<file path="src/hdl/ote_pkg.sv">
// ----------------------------------------------------------------------------
// Order table engine package
// Shared constants, codes and controller/datapath types.
// ----------------------------------------------------------------------------
package ote_pkg;

  localparam int TABLE_ENTRIES_DEF = 1024;

  typedef enum logic [1:0] {
    OP_SUBMIT = 2'd0,
    OP_CANCEL = 2'd1,
    OP_AMEND  = 2'd2,
    OP_QUERY  = 2'd3
  } op_t;

  typedef enum logic [2:0] {
    RC_NONE    = 3'd0,
    RC_SYMBOL  = 3'd1,
    RC_PRICE   = 3'd2,
    RC_QTY     = 3'd3,
    RC_DUP     = 3'd4,
    RC_UNKNOWN = 3'd5,
    RC_FULL    = 3'd6
  } rc_t;

  typedef enum logic [1:0] {
    ST_IDLE,
    ST_SCAN,
    ST_READ,
    ST_EXEC
  } state_t;

  typedef struct packed {
    logic        active;
    logic [63:0] symbol;
    logic [63:0] price;
    logic [31:0] qty;
  } record_t;

  typedef struct packed {
    logic start;
    logic scan;
    logic read;
    logic exec;
  } dp_cmd_t;

  typedef struct packed {
    logic scan_done;
    logic out_free;
  } dp_stat_t;

endpackage

</file>
<file path="src/hdl/ote_ctrl.sv">
// ----------------------------------------------------------------------------
// Order table engine controller
// Sequence one word through key scan, record read and execute.
// ----------------------------------------------------------------------------
module ote_ctrl (
  input  logic              clk,
  input  logic              rst,
  input  logic              in_valid,
  output logic              in_stall,
  input  ote_pkg::dp_stat_t stat,
  output ote_pkg::dp_cmd_t  cmd
);

  ote_pkg::state_t state, state_next;

  always_ff @(posedge clk) begin
    if (rst) begin
      state <= ote_pkg::ST_IDLE;
    end else begin
      state <= state_next;
    end
  end

  always_comb begin
    state_next = state;
    cmd        = '0;
    in_stall   = 1'b1;
    unique case (state)
      ote_pkg::ST_IDLE: begin
        in_stall = 1'b0;
        if (in_valid) begin
          cmd.start  = 1'b1;
          state_next = ote_pkg::ST_SCAN;
        end
      end
      ote_pkg::ST_SCAN: begin
        cmd.scan = 1'b1;
        if (stat.scan_done) begin
          state_next = ote_pkg::ST_READ;
        end
      end
      ote_pkg::ST_READ: begin
        cmd.read   = 1'b1;
        state_next = ote_pkg::ST_EXEC;
      end
      ote_pkg::ST_EXEC: begin
        if (stat.out_free) begin
          cmd.exec   = 1'b1;
          state_next = ote_pkg::ST_IDLE;
        end
      end
      default: state_next = ote_pkg::ST_IDLE;
    endcase
  end

endmodule

</file>
<file path="config.mk">
export PLATFORM = sky130hd
export DESIGN_NAME = ote_ctrl
export DESIGN_NICKNAME = d
export VERILOG_FILES = /design/src/hdl/ote_pkg.sv /design/src/hdl/ote_ctrl.sv
export SDC_FILE = /design/constraint.sdc
export NUM_CORES = 1
export LEC_CHECK = 0
export BUFFER_PORTS_ARGS = -buffer_cell sky130_fd_sc_hd__buf_2
export CORE_AREA = 2 2 39 41
export CTS_CLUSTER_DIAMETER = 150
export CTS_CLUSTER_SIZE = 24
export DETAILED_ROUTE_END_ITERATION = 6
export DIE_AREA = 0 0 41 43
export PLACE_DENSITY = 0.36
export RECOVER_POWER = 50
export SETUP_SLACK_MARGIN = 0.15
export SYNTH_ARGS = -nofsm -noshare
export SYNTH_HDL_FRONTEND = slang
export SYNTH_SLANG_ARGS = --single-unit
</file>
<file path="constraint.sdc">
create_clock -name clk -period 1.7 [get_ports clk]
set_input_delay 0.425 -clock clk [delete_from_list [all_inputs] [get_ports clk]]
set_output_delay 0.425 -clock clk [all_outputs]
set_load 0.1 [all_outputs]
</file>
==> impl_metrics.yaml, run 1 <==
sta:
  finalSetupTns_ns: 0
  fmax_mhz: 646
  clock_skew_ns: 0.000788
  holdWs_ns: 0.424
  final.min_clock_period_ns: 1.55
  hold_viol: 0
  rsz0062_at_grt: "yes"
  relSlewSlack_pct: 79.1
  slew_viol_final: 0
  setup_violations: 0
  worstMarginPinSlew_ns: 0.311
  min_period_over_period_pct: 91.1
worst_setup_path:
  path_max_fanout: 3
  slowest_delay_ns: 0.34
  crit_arrival_ns: 1.12
  worstPathRequired_ns: 1.27
  critPathCaptureType: "output port"
  path_cells: "inv_4 -> ha_1 -> clkbuf_4"
  crit_slowest_cell: "dfxtp_4"
  crit_type: "reg -> out"
  critPathLaunchType: "flop"
global_routing:
  grt_pass1_wl_microns: 903
  grt_max_degree: 5
  overflow: 0
  antenna_found_initial: 0
  grt_usage_pct: 8.20
  grt_pass1_vias: 229
yosys:
  synth_seq_cells: 2
  yosys_warnings: 0
  avgSynthCellArea_sq_um: 8.76
  syn_inst: 23
  yosysUniqueCellTypes: 12
  synth_area_leaders: "ha_1 31%, dfxtp_1 20%, inv_1 7.5%, nor2b_4 6.8%, and2_1 6.2%"
  synth_fp_nets: 33
  synth.cell_area_sq_um: 201
  ys_seq_area_share_pct: 19.9
  synth_top_area_share_pct: 31.1
  yosysTopAreaCell: "ha_1"
layout:
  drive_above_1_share_pct: 68.4
  layout_common_cells: "4 x clkbuf_4, 4 x buf_2, 4 x buf_12, 3 x buf_4"
  layout.nets: 50
  antennaDiodeCount: 0
  largest_register_ffs: 2
  postLayoutCoreUtil_pct: 29.7
  instances_no_fill: 54
  largestRegisters: "state: 2 flops"
  synthToLayoutAreaGrowth_pct: 104
  fillers: 152
  regMostFlops: "state"
run:
  drv_cap: 0
detailed_routing:
  antenna_left: 0
  via_count: 200
  drt_iter0_drc: 0
  post_drt_via_cell_ratio: 3.70
  drt_wl_total_microns: 480
  drt_first_pass_iters: 1
  drcViolationCount: 0
  wl_per_cell_microns: 8.89
cts:
  cts-buffers-inserted: 3
  clockRootBuffer: "clkbuf_4"
  clk_pin_slew_ns: 0.03
  clock-sinks: 2
  cts_tree: "done"
  worstSkewPairLatency_ns: 0.22
  htree_levels: 1
  clockBufferDepth: 2
min_path:
  hold_path.class: "in -> reg"
place:
  gp_congestion: 0.658
  io_buffer_count: 9
  dpl.cell_count: 48
floorplanning:
  core_area_sq_mm: 0.00138
  die_w_microns: 41
  die_y_microns: 43
  dieArea_sq_mm: 0.00176
  initial_core_util_pct: 14.6
  ios: 10
  row_count: 14
status:
  outcome: "finished clean"
==> critical path: cells and delay by family (launching register included) <==
kind                       cells  cell delay, ns
buffers and inverters          2            0.40
DFF                            1            0.34
adders and majority gates      1            0.16
==> cell families (layout without fill, tap and decap cells) <==
logic type / Yosys count / count (layout) / synth area share (%)
flip-flops: 2 / 2 / 19.9
multiplexers: 1 / 1 / 4.97
AO/OA/AOI/OAI: 2 / 2 / 7.46
AND/OR/NAND/NOR: 9 / 9 / 29.2
buffers and inverters: 4 / 19 / 7.45
adder cells (fa/ha/maj): 5 / 5 / 31.1
==> stage by stage <==
step	setup slack (ns)	cell area, sq um
after global placement	0.212	353
final	0.152	412
after CTS	0.156	407
after global routing	0.105	412
after floorplan	0.0665	213
after detailed placement	0.182	353
==> cells in the mapped netlist, drive strengths merged <==
| master | count |
|---|---|
| and2 | 2 |
| dfxtp | 2 |
| ha | 5 |
| inv | 4 |
| mux2i | 1 |
| nand2 | 2 |
| nor2b | 3 |
| nor3 | 1 |
| o21bai | 1 |
| o31ai | 1 |
| or4 | 1 |
==> routing by layer <==
metal | up-vias | global-route usage, % | share of wire (%)
li1 | 104 | - | -
met1 | 90 | 8.57 | 38
met2 | 6 | 11.6 | 56
met3 | 0 | 3.14 | 6.5
met4 | 0 | 8.00 | 0
met5 | - | 0 | 0
==> worst paths after layout <==
kind	slack [ns]	cells after the start	start	endpoint
hold / removal	0.42	2	rst	state[0]$_SDFFE_PP0P_
setup / recovery	0.15	3	state[1]$_SDFFE_PP0P_	cmd[2]
hold reg to reg	0.55	2	state[0]$_SDFFE_PP0P_	state[0]$_SDFFE_PP0P_
setup reg to reg	0.29	5	state[1]$_SDFFE_PP0P_	state[0]$_SDFFE_PP0P_
==> area by class of cell <==
type                    instances  area [sq um]  share of cell area [%]
repair buffers                 12           130                    31.6
multi-input cells              17           168                    40.7
well taps                      16          20.0                    4.86
inverters                       4          23.8                    5.78
clock buffers                   3          22.5                    5.47
flip-flops and latches          2          47.5                    11.6
==> repair_timing <==
| item | in CTS | in global routing |
|---|---|---|
| resized for setup | 10 | 2 |
| setup buffers | 1 | 2 |
| pin swaps | 0 | 1 |
| hold buffers | 0 | 0 |
| endpoints found under the setup margin | 3 | 1 |
Power of run 1 is left out: the tool's default activity adds up to more than one toggle a clock period on the data nets, which glitch-free logic cannot reach.
==> run 2: changes to the inputs <==
Settings changed: GPL_TIMING_DRIVEN from default to 0, SLEW_MARGIN from default to 20.
==> run 2 against run 1 <==
Via count increased by 2.5%. Clock skew increased by 0.0038 ns. Maximum frequency down 0.90%. Global-route usage down 1.1 points. Largest cell class unchanged.
==> impl_metrics.yaml, run 2 (synthesis gave the netlist of run 1 again) <==
detailed_routing:
  wl_met3_microns: 32
  wl_per_cell_microns: 8.89
  met1Wirelength_microns: 194
  highest_layer: "met3"
  met2_length_microns: 254
  drcViolationCount: 0
  drt_iter0_drc: 1
  drt_first_pass_iters: 2
  drt_wl_total_microns: 480
  post_drt_via_cell_ratio: 3.80
  via_count: 205
  antenna_left: 0
place:
  gp_congestion: 0.654
  placed_area_sq_um: 278
  dp_hpwl_microns: 381
  io_buffer_count: 9
  dpl.cell_count: 48
floorplanning:
  initial_core_util_pct: 14.6
  dieArea_sq_mm: 0.00176
  row_count: 14
  die_y_microns: 43
  core_area_sq_mm: 0.00138
  ios: 10
  die_w_microns: 41
cts:
  cts_tree: "done"
  clock-sinks: 2
  clockRootBuffer: "clkbuf_4"
  worstSkewPairLatency_ns: 0.22
  holdBufCountCts: 0
  clockBufferDepth: 2
  htree_levels: 1
  cts-buffers-inserted: 3
  clk_pin_slew_ns: 0.03
sta:
  holdWs_ns: 0.417
  setup_violations: 0
  finalSetupTns_ns: 0
  hold_viol: 0
  worstMarginPinSlew_ns: 0.323
  min_period_over_period_pct: 91.9
  relSlewSlack_pct: 78.3
  final.min_clock_period_ns: 1.56
  clock_skew_ns: 0.00455
  rsz0062_at_grt: "yes"
  slew_viol_final: 0
  fmax_mhz: 640
status:
  outcome: "finished clean"
worst_setup_path:
  r2r_setup_slack_ns: 0.29
  critPathCaptureType: "output port"
  path_max_fanout: 4
  critPathLaunchType: "flop"
  crit_arrival_ns: 1.14
  worstPathRequired_ns: 1.27
  reg2reg_to: "state[0]$_SDFFE_PP0P_"
  r2r-start: "state[1]$_SDFFE_PP0P_"
  crit_type: "reg -> out"
  reg2reg_depth: 5
layout:
  largestRegisters: "state: 2 flops"
  synthToLayoutAreaGrowth_pct: 95.0
  largest_register_ffs: 2
  drive_above_1_share_pct: 65.8
  layout.nets: 50
  antennaDiodeCount: 0
  finalInstanceArea_sq_um: 393
  layout_common_cells: "4 x clkbuf_4, 4 x buf_2, 3 x ha_1, 3 x buf_4"
  instances_no_fill: 54
  regMostFlops: "state"
global_routing:
  grt_max_degree: 5
  antenna_found_initial: 0
  overflow: 0
  grt_pass1_vias: 208
  grt_usage_pct: 7.10
  grt_pass1_wl_microns: 828
min_path:
  hold_path.class: "in -> reg"
  whs_path_depth: 2
  min_to: "state[0]$_SDFFE_PP0P_"
  min-delay-start: "rst"
run:
  drv_cap: 0
==> run 2: worst max path at each step <==
stage | cells past startpoint | slack, ns | startpoint | end
after floorplan | 5 | 0.07 | state[1]$_SDFFE_PP0P_ | state[0]$_SDFFE_PP0P_
after global placement | 4 | 0.03 | state[0]$_SDFFE_PP0P_ | cmd[3]
after detailed placement | 4 | 0.03 | state[0]$_SDFFE_PP0P_ | cmd[3]
after CTS | 4 | 0.15 | state[0]$_SDFFE_PP0P_ | cmd[3]
after global routing | 3 | 0.1 | state[1]$_SDFFE_PP0P_ | cmd[2]
final | 3 | 0.14 | state[1]$_SDFFE_PP0P_ | cmd[2]
==> run 2: what timing repair did <==
action | in CTS | in global routing
gates cloned | 0 | 0
resized for setup | 23 | 3
buffers inserted | 1 | 2
pin swaps | 0 | 1
endpoints found under the setup margin | 5 | 3
==> run 2: layout make-up <==
| class | instances | area (sq um) |
|---|---|---|
| clock buffers | 3 | 22.5 |
| fillers | 150 | 991 |
| inverters | 4 | 23.8 |
| multi-input cells | 17 | 166 |
| flip-flops and latches | 2 | 47.5 |
| well taps | 16 | 20.0 |
| repair buffers | 12 | 113 |
==> run 2: routing by layer <==
metal  vias to the layer above  GRT usage (%)
li1                        105              -
met5                         -              0
met2                         8           9.38
met3                         0           3.14
met4                         0           6.00
met1                        92           8.25
==> run 2: stage by stage <==
stage | setup WS (ns) | util, %
6_report | 0.138 | 28.4
5_1_grt | 0.0973 | 28.4
4_1_cts | 0.154 | 27.1
3_3_place_gp | 0.0261 | 20.1
3_5_place_dp | 0.0262 | 20.1
2_1_floorplan | 0.0665 | -
==> run 2: critical path, stage by stage (launching register included) <==
cell	delay, ns
dfxtp_4	0.35
inv_4	0.07
ha_1	0.16
clkbuf_4	0.33
Power of run 2 is left out for the same reason.
==> run 3: changes to the inputs <==
Settings changed: ABC_AREA from default to 1.
==> run 3 against run 2 <==
Register-to-register slack improved by 0.26 ns. Highest routed layer unchanged. Flip-flop and latch count did not move. Die area did not move. Final cell count rose by 9.3%. Design area fell by 1.9%. Sequential share of layout area rose by 0.24 points. Critical path type unchanged. Area after synthesis rose by 1.2%. Routed wire length fell by 12%. Worst setup slack improved by 0.0023 ns.
==> impl_metrics.yaml, run 3 <==
detailed_routing:
  drcViolationCount: 0
  post_drt_via_cell_ratio: 3.44
  drt_iter0_drc: 6
  wl_per_cell_microns: 7.14
  drt_first_pass_iters: 4
  drt_wl_total_microns: 421
  met2_length_microns: 198
  antenna_left: 0
  met1Wirelength_microns: 177
  highest_layer: "met3"
  wl_met3_microns: 45
  via_count: 203
layout:
  layout.nets: 55
  regMostFlops: "state"
  antennaDiodeCount: 0
  synthToLayoutAreaGrowth_pct: 89.0
  final_common_cell: "nand2_1"
  largest_register_ffs: 2
  drive_above_1_share_pct: 62.8
  instances_no_fill: 59
  finalInstanceArea_sq_um: 385
  layout_common_cells: "6 x nand2_1, 4 x inv_1, 4 x nor2_1, 4 x clkbuf_4, 4 x buf_2"
  largestRegisters: "state: 2 flops"
cts:
  worstSkewPairLatency_ns: 0.22
  cts_resized: 26
  htree_levels: 1
  clockBufferDepth: 2
  post-cts-setup-buffer-count: 0
  cts_tree: "done"
  clk_pin_slew_ns: 0.03
  clock-sinks: 2
  cts-buffers-inserted: 3
  clockRootBuffer: "clkbuf_4"
  holdBufCountCts: 0
floorplanning:
  dieArea_sq_mm: 0.00176
  die_y_microns: 43
  ios: 10
  initial_core_util_pct: 14.7
  die_w_microns: 41
  core_area_sq_mm: 0.00138
  row_count: 14
sta:
  slew_viol_final: 0
  fmax_mhz: 641
  hold_viol: 0
  worstMarginPinSlew_ns: 0.301
  clock_skew_ns: 0.00287
  relSlewSlack_pct: 80.1
  min_period_over_period_pct: 91.8
  final.min_clock_period_ns: 1.56
  rsz0062_at_grt: "yes"
  setup_violations: 0
yosys:
  yosysUniqueCellTypes: 8
  ys_seq_area_share_pct: 19.6
  syn_inst: 31
  synth_area_leaders: "ha_1 31%, dfxtp_1 20%, inv_1 17%, nand2_1 15%, nor2_1 7.4%"
  yosys_warnings: 0
  async_flop_share_pct: 0
  synth_seq_cells: 2
  synth-edff-count: 0
  yosysTopAreaCell: "ha_1"
  synth_fp_nets: 41
  yosysMostFrequentCell: "inv_1"
  synth_common_cells: "9 x inv_1, 8 x nand2_1, 5 x ha_1, 4 x nor2_1, 2 x dfxtp_1"
  synth.cell_area_sq_um: 204
  synth_top_area_share_pct: 30.7
  synth_ff_type: "dfxtp_1"
  avgSynthCellArea_sq_um: 6.58
worst_setup_path:
  path_cells: "inv_4 -> ha_2 -> clkbuf_4"
  crit_arrival_ns: 1.13
  path_max_fanout: 4
  crit_buf_inv: 2
  path_delay_family: "buffers and inverters"
  worstPathRequired_ns: 1.27
  crit_type: "reg -> out"
  critPathCaptureType: "output port"
  critPathLaunchType: "flop"
  slowest_delay_ns: 0.35
  crit_slowest_cell: "dfxtp_4"
global_routing:
  grt_pass1_vias: 178
  overflow: 0
  antenna_found_initial: 0
  grt_usage_pct: 5.90
  grt_max_degree: 5
  grt_pass1_wl_microns: 641
status:
  outcome: "finished clean"
place:
  gp_congestion: 0.722
  placed_area_sq_um: 285
  dp_hpwl_microns: 304
  dpl.cell_count: 56
  io_buffer_count: 9
min_path:
  hold_path.class: "in -> reg"
run:
  drv_cap: 0
[run 3: cell families after synthesis]
family / after synthesis / synth area share, %
and+or+nand+nor: 15 / 33.1
buffers and inverters: 9 / 16.6
adders and majority gates: 5 / 30.7
DFF: 2 / 19.6
[run 3: path summary, 6_finish.rpt]
| kind | from | end | slack (ns) | depth (start not counted) |
|---|---|---|---|---|
| max | state[0]$_SDFFE_PP0P_ | cmd[1] | 0.14 | 3 |
| min | rst | state[1]$_SDFFE_PP0P_ | 0.43 | 4 |
| max reg2reg | state[0]$_SDFFE_PP0P_ | state[0]$_SDFFE_PP0P_ | 0.55 | 5 |
| min reg2reg | state[0]$_SDFFE_PP0P_ | state[0]$_SDFFE_PP0P_ | 0.60 | 4 |
[run 3: area by class of cell]
class,instances,area [sq um]
fill,149,998
multi-input combinational,20,155
timing repair buffer,9,90.1
inverter,9,50.0
sequential,2,47.5
clock buffer,3,22.5
tap,16,20.0
[run 3: worst register-to-register path, cell delays in order, from the launching register on]
cell and delay (ns):
dfxtp_4 0.36, inv_4 0.05, ha_1 0.18, or2_2 0.29, nor2_1 0.11, nor2_1 0.06
[run 3: per-layer routing]
| layer | GRT usage (%) | vias to the layer above |
|---|---|---|
| li1 | - | 111 |
| met1 | 6.98 | 81 |
| met2 | 6.88 | 11 |
| met3 | 1.57 | 0 |
| met4 | 8.00 | 0 |
| met5 | 0 | - |
[run 3: through the flow]
stage	hold slack, ns	worst slack, ns	setup TNS (ns)	utilization [%]
2_1_floorplan	0.580	0.0888	0	-
3_3_place_gp	0.651	-0.0177	-0.0177	20.6
3_5_place_dp	0.658	-0.00846	-0.00846	20.6
4_1_cts	0.424	0.126	0	27.8
5_1_grt	0.449	0.0967	0	27.8
6_report	0.434	0.140	0	27.8
Power of run 3 is left out for the same reason.
